<file path="src/design/skle_pkg.sv">
package skle_pkg;

  // Fixed field widths
  localparam int EST_W      = 48;
  localparam int VAR_W      = 32;
  localparam int TIME_W     = 32;
  localparam int DEN_W      = VAR_W + 1;
  localparam int GAIN_OUT_W = 17;
  localparam int SPLIT_W    = EST_W / 2;   // |innovation| goes through the multiplier in halves
  localparam int CFG_IDX_W  = 2;
  localparam int CFG_W      = 48;
  localparam int S_DATA_W   = ((TIME_W + EST_W + 7) / 8) * 8;
  localparam int M_DATA_W   = ((EST_W + GAIN_OUT_W + 7) / 8) * 8;
  localparam int M_PAD_W    = M_DATA_W - EST_W - GAIN_OUT_W;

  // Reset values in whole units, scaled by the fraction width where used
  localparam int LIFE_RESET_INT = 180000;
  localparam int Q_RESET_INT    = 10;
  localparam int CENTI_DIV      = 100;

  localparam logic signed [EST_W-1:0] EST_MAX = {1'b0, {(EST_W-1){1'b1}}};
  localparam logic signed [EST_W-1:0] EST_MIN = {1'b1, {(EST_W-1){1'b0}}};

  // Configuration register indexes
  localparam logic [CFG_IDX_W-1:0] REG_INIT_EST = 2'd0;
  localparam logic [CFG_IDX_W-1:0] REG_INIT_COV = 2'd1;
  localparam logic [CFG_IDX_W-1:0] REG_Q_NOISE  = 2'd2;
  localparam logic [CFG_IDX_W-1:0] REG_R_NOISE  = 2'd3;

  // Microprogram
  localparam int STEP_W = 4;
  typedef logic [STEP_W-1:0] step_t;

  localparam step_t STEP_WAIT  = 4'd0;
  localparam step_t STEP_PRED  = 4'd1;
  localparam step_t STEP_DEN   = 4'd2;
  localparam step_t STEP_DLOAD = 4'd3;
  localparam step_t STEP_DIV   = 4'd4;
  localparam step_t STEP_GAIN  = 4'd5;
  localparam step_t STEP_MLO   = 4'd6;
  localparam step_t STEP_MHI   = 4'd7;
  localparam step_t STEP_ACC   = 4'd8;
  localparam step_t STEP_CORR  = 4'd9;
  localparam step_t STEP_MVAR  = 4'd10;
  localparam step_t STEP_VAR   = 4'd11;
  localparam step_t STEP_OUT   = 4'd12;

  typedef enum logic [3:0] {
    OP_NOP, OP_WAIT, OP_PRED, OP_DEN, OP_DLOAD, OP_DIV, OP_GAIN,
    OP_MLO, OP_MHI, OP_ACC, OP_CORR, OP_MVAR, OP_VAR, OP_OUT
  } op_t;

  typedef enum logic [2:0] {
    JC_NEVER, JC_NO_INPUT, JC_DEN_ZERO, JC_DIV_MORE, JC_OUT_BUSY
  } jcond_t;

  typedef struct packed {
    op_t    op;
    jcond_t jc;
    step_t  target;
    logic   last;
  } ctrl_t;

  typedef struct packed {
    logic no_input;
    logic den_zero;
    logic div_more;
    logic out_busy;
  } stat_t;

  function automatic ctrl_t ucode(input step_t s);
    ctrl_t w;
    w = '{op: OP_NOP, jc: JC_NEVER, target: STEP_WAIT, last: 1'b0};
    unique case (s)
      STEP_WAIT:  w = '{op: OP_WAIT,  jc: JC_NO_INPUT, target: STEP_WAIT, last: 1'b0};
      STEP_PRED:  w.op = OP_PRED;
      STEP_DEN:   w.op = OP_DEN;
      STEP_DLOAD: w = '{op: OP_DLOAD, jc: JC_DEN_ZERO, target: STEP_GAIN, last: 1'b0};
      STEP_DIV:   w = '{op: OP_DIV,   jc: JC_DIV_MORE, target: STEP_DIV,  last: 1'b0};
      STEP_GAIN:  w.op = OP_GAIN;
      STEP_MLO:   w.op = OP_MLO;
      STEP_MHI:   w.op = OP_MHI;
      STEP_ACC:   w.op = OP_ACC;
      STEP_CORR:  w.op = OP_CORR;
      STEP_MVAR:  w.op = OP_MVAR;
      STEP_VAR:   w.op = OP_VAR;
      STEP_OUT:   w = '{op: OP_OUT,   jc: JC_OUT_BUSY, target: STEP_OUT,  last: 1'b1};
      default:    w = '{op: OP_NOP,   jc: JC_NEVER,    target: STEP_WAIT, last: 1'b1};
    endcase
    return w;
  endfunction

  function automatic logic signed [EST_W-1:0] sat_est(input logic signed [EST_W+1:0] v);
    logic [2:0] hi3;
    hi3 = v[EST_W+1:EST_W-1];
    if (hi3 == 3'b000 || hi3 == 3'b111) begin
      return v[EST_W-1:0];
    end else if (v[EST_W+1]) begin
      return EST_MIN;
    end else begin
      return EST_MAX;
    end
  endfunction

endpackage

</file>
<file path="src/design/skle_seq.sv">
module skle_seq
  import skle_pkg::*;
(
  input  logic  clk,
  input  logic  rst,
  input  stat_t stat,
  output ctrl_t cw
);

  step_t step;
  step_t step_next;
  logic  take;

  assign cw = ucode(step);

  always_comb begin
    unique case (cw.jc)
      JC_NEVER:    take = 1'b0;
      JC_NO_INPUT: take = stat.no_input;
      JC_DEN_ZERO: take = stat.den_zero;
      JC_DIV_MORE: take = stat.div_more;
      JC_OUT_BUSY: take = stat.out_busy;
      default:     take = 1'b0;
    endcase
    if (take) begin
      step_next = cw.target;
    end else if (cw.last) begin
      step_next = STEP_WAIT;
    end else begin
      step_next = step + 1'b1;
    end
  end

  always_ff @(posedge clk) begin
    if (rst) begin
      step <= STEP_WAIT;
    end else begin
      step <= step_next;
    end
  end

  a_accept_starts: assert property (@(posedge clk) disable iff (rst)
    (cw.op == OP_WAIT && !stat.no_input) |=> (step == STEP_PRED))
    else $error("accepted word did not start the prediction step");

endmodule

</file>
<file path="src/design/skle_div.sv">
module skle_div
  import skle_pkg::*;
#(
  parameter int QW = 17
) (
  input  logic                  clk,
  input  logic                  rst,
  input  logic                  load,
  input  logic                  iter,
  input  logic [VAR_W+QW-1:0]   num,
  input  logic [DEN_W-1:0]      den,
  output logic [QW-1:0]         quo,
  output logic                  more
);

  localparam int CNT_W = $clog2(QW + 1);

  logic [DEN_W:0]   rem;
  logic [QW-1:0]    q;
  logic [DEN_W-1:0] dv;
  logic [CNT_W-1:0] cnt;
  logic [DEN_W:0]   trial;
  logic             ge;

  // Quotient fits QW bits, so the upper numerator bits start out below the divisor
  always_comb begin
    trial = {rem[DEN_W-1:0], q[QW-1]};
    ge    = (trial >= {1'b0, dv});
  end

  assign quo  = q;
  assign more = (cnt > CNT_W'(1));

  always_ff @(posedge clk) begin
    if (rst) begin
      cnt <= '0;
    end else if (load) begin
      cnt <= CNT_W'(QW);
    end else if (iter && cnt != '0) begin
      cnt <= cnt - 1'b1;
    end
  end

  always_ff @(posedge clk) begin
    if (load) begin
      rem <= (DEN_W+1)'(num[VAR_W+QW-1:QW]);
      q   <= num[QW-1:0];
      dv  <= den;
    end else if (iter) begin
      rem <= ge ? (trial - {1'b0, dv}) : trial;
      q   <= {q[QW-2:0], ge};
    end
  end

  // A zero divisor is loaded but never iterated, so only a live divide is checked
  a_rem_below_div: assert property (@(posedge clk) disable iff (rst)
    (cnt != '0 && dv != '0) |-> (rem < {1'b0, dv}))
    else $error("partial remainder reached the divisor");

endmodule

</file>
<file path="src/design/skle_dp.sv">
module skle_dp
  import skle_pkg::*;
#(
  parameter int FRACTION_BITS = 16
) (
  input  logic                 clk,
  input  logic                 rst,
  input  ctrl_t                cw,
  output stat_t                stat,
  input  logic                 cfg_write,
  input  logic [CFG_IDX_W-1:0] cfg_index,
  input  logic [CFG_W-1:0]     cfg_data,
  input  logic                 s_tvalid,
  output logic                 s_tready,
  input  logic [S_DATA_W-1:0]  s_tdata,
  output logic                 m_tvalid,
  input  logic                 m_tready,
  output logic [M_DATA_W-1:0]  m_tdata
);

  localparam int F      = FRACTION_BITS;
  localparam int QW     = F + 1;
  localparam int NUM_W  = VAR_W + QW;
  localparam int MP_W   = VAR_W + QW;
  localparam int ACC_W  = EST_W + QW;
  localparam int WIDE_W = EST_W + 2;

  localparam logic [QW-1:0]    ONE_K    = {1'b1, {F{1'b0}}};
  localparam logic [MP_W-1:0]  HALF_P   = MP_W'(1) << (F - 1);
  localparam logic [ACC_W-1:0] HALF_A   = ACC_W'(1) << (F - 1);
  localparam logic [EST_W-1:0] RST_EST  = EST_W'(64'(LIFE_RESET_INT) << F);
  localparam logic [VAR_W-1:0] RST_CENT = VAR_W'(((64'd1 << F) + 64'(CENTI_DIV / 2))
                                                 / 64'(CENTI_DIV));
  localparam logic [VAR_W-1:0] RST_Q    = VAR_W'(64'(Q_RESET_INT) << F);

  // Configuration and filter state
  logic signed [EST_W-1:0] init_est;
  logic [VAR_W-1:0]        init_cov;
  logic [VAR_W-1:0]        q_noise;
  logic [VAR_W-1:0]        r_noise;
  logic signed [EST_W-1:0] estimate;
  logic [VAR_W-1:0]        variance;

  // Working registers
  logic [TIME_W-1:0]       dt;
  logic signed [EST_W-1:0] z;
  logic signed [EST_W-1:0] xp;
  logic [VAR_W-1:0]        pp;
  logic [DEN_W-1:0]        den;
  logic [QW-1:0]           k;
  logic                    neg;
  logic [EST_W-1:0]        mag;
  logic [MP_W-1:0]         prod;
  logic [ACC_W-1:0]        acc;
  logic signed [EST_W-1:0] est_new;
  logic [VAR_W-1:0]        var_new;
  logic [EST_W-1:0]        out_est;
  logic [GAIN_OUT_W-1:0]   out_gain;

  logic                     accept;
  logic                     out_load;
  logic signed [WIDE_W-1:0] xp_wide;
  logic [VAR_W:0]           pp_sum;
  logic [VAR_W-1:0]         pp_calc;
  logic [DEN_W-1:0]         den_calc;
  logic [NUM_W-1:0]         num;
  logic [QW-1:0]            quo;
  logic                     div_more;
  logic signed [WIDE_W-1:0] e_wide;
  logic signed [WIDE_W-1:0] mag_wide;
  logic [QW-1:0]            k_calc;
  logic [VAR_W-1:0]         mul_a;
  logic [QW-1:0]            mul_b;
  logic [MP_W-1:0]          mul_p;
  logic [ACC_W-1:0]         acc_sum;
  logic [ACC_W-1:0]         corr_wide;
  logic [EST_W:0]           corr;
  logic signed [WIDE_W-1:0] est_wide;
  logic [MP_W-1:0]          var_wide;
  logic [VAR_W-1:0]         var_calc;

  assign s_tready = (cw.op == OP_WAIT);
  assign accept   = s_tvalid && s_tready;
  assign out_load = (cw.op == OP_OUT) && !stat.out_busy;
  assign m_tdata  = {{M_PAD_W{1'b0}}, out_gain, out_est};

  assign stat.no_input = !s_tvalid;
  assign stat.den_zero = (den == '0);
  assign stat.div_more = div_more;
  assign stat.out_busy = m_tvalid && !m_tready;

  always_comb begin
    // prediction
    xp_wide  = WIDE_W'(estimate) - $signed(WIDE_W'(dt));
    pp_sum   = {1'b0, variance} + {1'b0, q_noise};
    pp_calc  = pp_sum[VAR_W] ? '1 : pp_sum[VAR_W-1:0];
    den_calc = {1'b0, pp} + {1'b0, r_noise};
    // round half up: add half the divisor to the scaled numerator
    num      = (NUM_W'(pp) << F) + NUM_W'(den >> 1);
    // innovation magnitude and sign
    e_wide   = WIDE_W'(z) - WIDE_W'(xp);
    mag_wide = e_wide[WIDE_W-1] ? -e_wide : e_wide;
    if (den == '0) begin
      k_calc = '0;
    end else if (quo > ONE_K) begin
      k_calc = ONE_K;
    end else begin
      k_calc = quo;
    end
    // shared multiplier
    unique case (cw.op)
      OP_MLO: begin
        mul_a = VAR_W'(mag[SPLIT_W-1:0]);
        mul_b = k;
      end
      OP_MHI: begin
        mul_a = VAR_W'(mag[EST_W-1:SPLIT_W]);
        mul_b = k;
      end
      default: begin
        mul_a = pp;
        mul_b = ONE_K - k;
      end
    endcase
    mul_p     = MP_W'({{QW{1'b0}}, mul_a} * {{VAR_W{1'b0}}, mul_b});
    acc_sum   = acc + (ACC_W'(prod) << SPLIT_W);
    // correction rounds half away from zero by working on the magnitude
    corr_wide = (acc + HALF_A) >> F;
    corr      = corr_wide[EST_W:0];
    est_wide  = neg ? (WIDE_W'(xp) - $signed(WIDE_W'(corr)))
                    : (WIDE_W'(xp) + $signed(WIDE_W'(corr)));
    var_wide  = (prod + HALF_P) >> F;
    var_calc  = (|var_wide[MP_W-1:VAR_W]) ? '1 : var_wide[VAR_W-1:0];
  end

  skle_div #(
    .QW(QW)
  ) u_div (
    .clk  (clk),
    .rst  (rst),
    .load (cw.op == OP_DLOAD),
    .iter (cw.op == OP_DIV),
    .num  (num),
    .den  (den),
    .quo  (quo),
    .more (div_more)
  );

  // Control, configuration and filter state
  always_ff @(posedge clk) begin
    if (rst) begin
      init_est <= RST_EST;
      init_cov <= RST_CENT;
      q_noise  <= RST_Q;
      r_noise  <= RST_CENT;
      estimate <= RST_EST;
      variance <= RST_CENT;
      m_tvalid <= 1'b0;
    end else begin
      if (cfg_write) begin
        unique case (cfg_index)
          REG_INIT_EST: init_est <= cfg_data;
          REG_INIT_COV: init_cov <= cfg_data[VAR_W-1:0];
          REG_Q_NOISE:  q_noise  <= cfg_data[VAR_W-1:0];
          REG_R_NOISE:  r_noise  <= cfg_data[VAR_W-1:0];
        endcase
        // any write reloads the filter from the starting values
        estimate <= (cfg_index == REG_INIT_EST) ? cfg_data : init_est;
        variance <= (cfg_index == REG_INIT_COV) ? cfg_data[VAR_W-1:0] : init_cov;
      end else if (out_load) begin
        estimate <= est_new;
        variance <= var_new;
      end
      if (out_load) begin
        m_tvalid <= 1'b1;
      end else if (m_tready) begin
        m_tvalid <= 1'b0;
      end
    end
  end

  // Working registers, stepped by the control word
  always_ff @(posedge clk) begin
    unique case (cw.op)
      OP_WAIT: begin
        if (accept) begin
          dt <= s_tdata[TIME_W-1:0];
          z  <= s_tdata[TIME_W+EST_W-1:TIME_W];
        end
      end
      OP_PRED: begin
        xp <= sat_est(xp_wide);
        pp <= pp_calc;
      end
      OP_DEN: den <= den_calc;
      OP_GAIN: begin
        k   <= k_calc;
        neg <= e_wide[WIDE_W-1];
        mag <= mag_wide[EST_W-1:0];
      end
      OP_MLO: prod <= mul_p;
      OP_MHI: begin
        acc  <= ACC_W'(prod);
        prod <= mul_p;
      end
      OP_ACC:  acc <= acc_sum;
      OP_CORR: est_new <= sat_est(est_wide);
      OP_MVAR: prod <= mul_p;
      OP_VAR:  var_new <= var_calc;
      OP_OUT: begin
        if (out_load) begin
          out_est  <= est_new;
          out_gain <= GAIN_OUT_W'(k);
        end
      end
      default: begin
      end
    endcase
  end

  a_gain_bounded: assert property (@(posedge clk) disable iff (rst)
    (cw.op == OP_MLO) |-> (k <= ONE_K))
    else $error("gain above one");

  a_out_loads: assert property (@(posedge clk) disable iff (rst)
    out_load |=> (m_tvalid && m_tdata[EST_W-1:0] == $past(est_new)))
    else $error("result word not loaded at the output step");

endmodule

</file>
<file path="src/design/scalar_kalman_life_estimator.sv">
// An accepted input word passes through the prediction, gain denominator, divider, gain,
// multiply, correction, variance and output steps in order; the divider steps are skipped
// when the gain denominator is zero. A new word is accepted only after the previous one has
// left the output step. The restoring gain divider retires one quotient bit per step.
// A finished word waits in the output register; the output step holds while it is unaccepted.
// Reset (rst, synchronous): control, configuration and filter registers take their defaults.
module scalar_kalman_life_estimator
  import skle_pkg::*;
#(
  parameter int FRACTION_BITS = 16
) (
  input  logic                 clk,
  input  logic                 rst,
  input  logic                 cfg_write,
  input  logic [CFG_IDX_W-1:0] cfg_index,
  input  logic [CFG_W-1:0]     cfg_data,
  input  logic                 s_tvalid,
  output logic                 s_tready,
  input  logic [S_DATA_W-1:0]  s_tdata,   // elapsed_time[31:0], measured_life[79:32]
  output logic                 m_tvalid,
  input  logic                 m_tready,
  output logic [M_DATA_W-1:0]  m_tdata    // corrected_estimate[47:0], gain_used[64:48], zeros
);

  ctrl_t cw;
  stat_t stat;

  skle_seq u_seq (
    .clk  (clk),
    .rst  (rst),
    .stat (stat),
    .cw   (cw)
  );

  skle_dp #(
    .FRACTION_BITS(FRACTION_BITS)
  ) u_dp (
    .clk       (clk),
    .rst       (rst),
    .cw        (cw),
    .stat      (stat),
    .cfg_write (cfg_write),
    .cfg_index (cfg_index),
    .cfg_data  (cfg_data),
    .s_tvalid  (s_tvalid),
    .s_tready  (s_tready),
    .s_tdata   (s_tdata),
    .m_tvalid  (m_tvalid),
    .m_tready  (m_tready),
    .m_tdata   (m_tdata)
  );

endmodule
</file>
<file path="config.mk">
export PLATFORM = sky130hd
export DESIGN_NAME = scalar_kalman_life_estimator
export DESIGN_NICKNAME = d
export VERILOG_FILES = /design/src/design/skle_pkg.sv /design/src/design/skle_seq.sv /design/src/design/skle_div.sv /design/src/design/skle_dp.sv /design/src/design/scalar_kalman_life_estimator.sv
export SDC_FILE = /design/constraint.sdc
export NUM_CORES = 2
export LEC_CHECK = 0
export ABC_CLOCK_PERIOD_IN_PS = 10720
export BUFFER_PORTS_ARGS = -buffer_cell sky130_fd_sc_hd__buf_2
export CORE_ASPECT_RATIO = 1.2
export CORE_MARGIN = 3
export CORE_UTILIZATION = 55
export DETAILED_ROUTE_END_ITERATION = 10
export PLACE_DENSITY = 0.72
export SLEW_MARGIN = 15
export SYNTH_ARGS = -nofsm -noshare
export SYNTH_HDL_FRONTEND = slang
export SYNTH_SLANG_ARGS = --single-unit
</file>
<file path="constraint.sdc">
create_clock -name clk -period 10.72 [get_ports clk]
set_input_delay 0.536 -clock clk [delete_from_list [all_inputs] [get_ports clk]]
set_output_delay 0.536 -clock clk [all_outputs]
set_load 0.05 [all_outputs]
</file>
==> flow_summary.html <==
<table>
<tr><th>Metric</th><th>Value</th></tr>
<tr><th colspan="2">Synthesis</th></tr>
<tr><td>Area share of xor/xnor cells in the synthesized design</td><td>6.34%</td></tr>
<tr><td>Fraction of the mapped netlist area in adder cells</td><td>21.3%</td></tr>
<tr><td>Gate count after technology mapping</td><td>7488</td></tr>
<tr><td>FFs w/ async S/R, synth</td><td>0%</td></tr>
<tr><td>Number of flops mapped to enable cells by yosys</td><td>585</td></tr>
<tr><td>Mux cell area share after synthesis</td><td>0.219%</td></tr>
<tr><td>Sequential fraction of the synthesis area</td><td>33.0%</td></tr>
<tr><td>Syn avg cell area</td><td>9.02 um2</td></tr>
<tr><td>Seq cells post-synth</td><td>820</td></tr>
<tr><td>Cell area after synthesis</td><td>67600 um2</td></tr>
<tr><td>Main combinational cell family by area after synthesis</td><td>adder cells</td></tr>
<tr><td>Distinct cell type count of the synthesized netlist</td><td>87</td></tr>
<tr><td>Post-Synth Simple-Gate Area</td><td>17.5%</td></tr>
<tr><td>Compound-cell area share of the yosys netlist</td><td>15.4%</td></tr>
<tr><td>Synth warnings</td><td>0</td></tr>
<tr><td>Primary FF master, synth</td><td>sky130_fd_sc_hd__edfxtp_1</td></tr>
<tr><th colspan="2">Routing</th></tr>
<tr><td>Number of detailed-route iterations in the first pass</td><td>8</td></tr>
<tr><td>Via density</td><td>5.98</td></tr>
<tr><td>DR iter-0 viols</td><td>4816</td></tr>
<tr><td>Vias</td><td>56128</td></tr>
<tr><td>Total wire length after detailed routing</td><td>219 mm</td></tr>
<tr><td>DRC</td><td>0</td></tr>
<tr><td>Wire length per cell after detailed routing</td><td>23.4 um</td></tr>
<tr><td>Number of antenna-violating nets in the routed design</td><td>0</td></tr>
<tr><th colspan="2">Placement</th></tr>
<tr><td>Setup WS pre-CTS</td><td>0.729 ns</td></tr>
<tr><td>Detailed placer's ending HPWL</td><td>172 mm</td></tr>
<tr><td>Final weighted congestion in routability-driven placement</td><td>1.03</td></tr>
<tr><td>PortBufs</td><td>201</td></tr>
<tr><th colspan="2">Global route</th></tr>
<tr><td>Maximum number of pins on one net before global-route repair</td><td>99</td></tr>
<tr><td>Overflow after GRT</td><td>0</td></tr>
<tr><td>Global Route Usage Sum</td><td>34.1%</td></tr>
<tr><td>Number of global-route vias before repair</td><td>55930</td></tr>
<tr><td>Wire length of the first global-routing pass</td><td>331 mm</td></tr>
<tr><td>Number of antenna violations at the first check in global routing</td><td>13</td></tr>
<tr><th colspan="2">Timing</th></tr>
<tr><td>Normalized max-slew margin</td><td>15.8%</td></tr>
<tr><td>Worst-Margin Slew</td><td>1.25 ns</td></tr>
<tr><td>Minimum period implied by the final worst setup slack</td><td>10.18 ns</td></tr>
<tr><td>Setup total negative slack</td><td>0 ns</td></tr>
<tr><td>Setup ws final</td><td>0.545 ns</td></tr>
<tr><td>Final Hold Fails</td><td>0</td></tr>
<tr><td>Max Fclk</td><td>98.3 MHz</td></tr>
<tr><td>Fin Clk Skew</td><td>0.0716 ns</td></tr>
<tr><td>Setup repair after global routing missed its margin</td><td>no</td></tr>
<tr><td>Setup violators final</td><td>0</td></tr>
<tr><td>Ratio of final minimum period to clock period</td><td>94.9%</td></tr>
<tr><td>Number of max-slew violations in the final report</td><td>0</td></tr>
<tr><th colspan="2">Clock tree</th></tr>
<tr><td>Number of gates given a new drive strength after cts</td><td>0</td></tr>
<tr><td>Total number of H-tree levels</td><td>3</td></tr>
<tr><td>CTS buffer count</td><td>89</td></tr>
<tr><td>Root buffer cell</td><td>sky130_fd_sc_hd__clkbuf_16</td></tr>
<tr><td>Num Clock Sinks</td><td>820</td></tr>
<tr><td>Clock latency on the worst-skew pair</td><td>0.73 ns</td></tr>
<tr><td>CTS tree</td><td>built</td></tr>
<tr><td>Clock-pin slew reported for the worst setup and hold paths after clock tree synthesis</td><td>0.06 ns</td></tr>
<tr><td>Buffer levels on the longest clock path</td><td>3</td></tr>
<tr><th colspan="2">Floorplanning</th></tr>
<tr><td>Ports placed on the boundary</td><td>209</td></tr>
<tr><td>Initial standard-cell utilization of the core</td><td>55.5%</td></tr>
<tr><td>Die extent in x</td><td>326 um</td></tr>
<tr><td>DIE HEIGHT</td><td>390 um</td></tr>
<tr><td>Die Outline Area</td><td>127000 um2</td></tr>
<tr><td>Floorplan core area</td><td>122000 um2</td></tr>
<tr><td>Total number of placement rows</td><td>140</td></tr>
<tr><th colspan="2">Worst setup path</th></tr>
<tr><td>Crit-path max FO</td><td>37</td></tr>
<tr><td>Worst Setup End Kind</td><td>flip-flop</td></tr>
<tr><td>Critical Path AT</td><td>10.58 ns</td></tr>
<tr><td>Data required time at the worst endpoint</td><td>11.13 ns</td></tr>
<tr><td>Beginning of the worst register-to-register path</td><td>u_seq.step[0]</td></tr>
<tr><td>Number of cell instances on the worst register-to-register path</td><td>33</td></tr>
<tr><td>Critical Path Source Type</td><td>flip-flop</td></tr>
<tr><td>Reg2reg setup slack</td><td>0.54 ns</td></tr>
<tr><td>Critical path start-end classification</td><td>flip-flop to flip-flop</td></tr>
<tr><td>Biggest cell delay along the critical path</td><td>0.63 ns</td></tr>
<tr><td>Worst path most repeated cell</td><td>sky130_fd_sc_hd__fa_1</td></tr>
<tr><td>Highest-delay cell along the critical path</td><td>sky130_fd_sc_hd__fa_1</td></tr>
<tr><td>Worst R2R End</td><td>u_dp.prod[45]</td></tr>
<tr><th colspan="2">Outcome</th></tr>
<tr><td>Result of the run</td><td>complete, no violations</td></tr>
<tr><th colspan="2">Cells and area</th></tr>
<tr><td>Layout cells sized above 1</td><td>7.68%</td></tr>
<tr><td>Commonest cells after routing, fill and taps aside</td><td>sky130_fd_sc_hd__nand2_1 (1166), sky130_fd_sc_hd__inv_1 (790), sky130_fd_sc_hd__edfxtp_1 (585), sky130_fd_sc_hd__nor2_1 (534), sky130_fd_sc_hd__a21oi_1 (468)</td></tr>
<tr><td>Area Growth Syn to Fin</td><td>10.3%</td></tr>
<tr><td>Most common cell after layout, fill and taps aside</td><td>sky130_fd_sc_hd__nand2_1</td></tr>
<tr><td>Total number of nets in the final design</td><td>8671</td></tr>
<tr><th colspan="2">Min path</th></tr>
<tr><td>Start point of the worst min-delay path</td><td>s_tdata[79]</td></tr>
<tr><td>Worst min-delay path endpoint</td><td>u_dp.z[47]</td></tr>
<tr><td>Class of the tightest hold or removal check</td><td>input port to flip-flop</td></tr>
<tr><td>Hold Crit Depth</td><td>1</td></tr>
<tr><th colspan="2">Job</th></tr>
<tr><td>Number of max-cap violations</td><td>0</td></tr>
</table>
Yosys cell counts (all sizes together), types with 46 or more instances:
master / instances / share of area, %
nor2b: 59 / 0.55
ha: 417 / 7.7
a311oi: 76 / 0.99
o21a: 46 / 0.51
xor2: 208 / 2.7
nor4: 53 / 0.50
nand2: 1167 / 6.5
and2: 177 / 1.6
a211oi: 136 / 1.5
nand2b: 73 / 0.68
dfxtp: 235 / 7.0
and3: 69 / 0.64
inv: 793 / 4.4
edfxtp: 585 / 26
o21ai: 276 / 2.0
xnor2: 281 / 3.6
a31oi: 78 / 0.72
nor3: 95 / 0.71
clkbuf: 305 / 1.7
a21o: 184 / 2.0
nor2: 538 / 3.0
nand4: 50 / 0.46
a21oi: 470 / 3.5
fa: 457 / 14
nand3: 119 / 0.88
kinds of logic after synthesis:
kind of cell,Yosys count
AND/OR/NAND/NOR,2580
AO/OA/AOI/OAI,1586
buffers and inverters,1124
adder cells (fa/ha/maj),874
flip-flops,820
XOR/XNOR,489
multiplexers,14
other,1
worst max path at each step:
| stage | startpoint | endpoint | slack [ns] |
|---|---|---|---|
| detailed placement | u_seq.step[0] | u_dp.prod[45] | 0.73 |
| finish | u_seq.step[0] | u_dp.prod[45] | 0.54 |
| global route | u_seq.step[0] | u_dp.prod[45] | 0.004 |
| CTS | u_seq.step[0] | u_dp.prod[45] | 0.60 |
| floorplan | u_seq.step[0] | u_dp.pp[0] | 1.21 |
| global placement | u_seq.step[0] | u_dp.prod[45] | 0.97 |
worst max-delay path, delay by kind of cell (launching register included):
kind | cells | cell delay [ns]
XOR/XNOR | 1 | 0.11
adder cells (fa/ha/maj) | 8 | 4.07
AO/OA/AOI/OAI | 12 | 3.20
flip-flops | 1 | 0.40
AND/OR/NAND/NOR | 6 | 1.14
buffers and inverters | 6 | 0.92
metal layers:
layer	track usage [%]	share of wire, %
met1	40.2	37
met2	55.5	46
met3	6.95	7.6
met4	24.7	8.8
met5	0	0.014
state kept, by name (all words and copies together), names as in the netlist, 33 cells and up:
signal and count:
u_dp.init_est 48, u_dp.xp 48, u_dp.u_div.rem 33, u_dp.z 48, u_dp.out_est 48, u_dp.u_div.dv 33, u_dp.den 33, u_dp.prod 49
u_dp.estimate 48, u_dp.est_new 48, u_dp.mag 48, u_dp.acc 50
timing repair:
item	in CTS	in global routing
endpoints found under the hold margin	78	0
hold buffers	78	0
setup buffers	0	0
setup endpoints to repair	0	0
through the flow:
stage	instances	utilization, %	cell area [um2]	hold WS [ns]
floorplan	7494	-	67600	0.427
global placement	9126	58.0	70600	0.441
detailed placement	9126	58.0	70600	0.447
CTS	9371	61.2	74500	0.000129
global route	9376	61.2	74500	0.0115
finish	9382	61.2	74500	0.0294
final cells by class:
| class | instances | area (um2) |
|---|---|---|
| tap | 1633 | 2040 |
| sequential | 820 | 22300 |
| antenna | 11 | 27.5 |
| inverter | 793 | 2980 |
| timing repair buffer | 408 | 2760 |
| multi-input combinational | 5550 | 41300 |
| fill | 10453 | 47200 |
| clock buffer | 111 | 2410 |
| clock inverter | 56 | 734 |
Power is left out: the tool's default activity adds up to more than one toggle a clock period on the data nets, which glitch-free logic cannot reach.
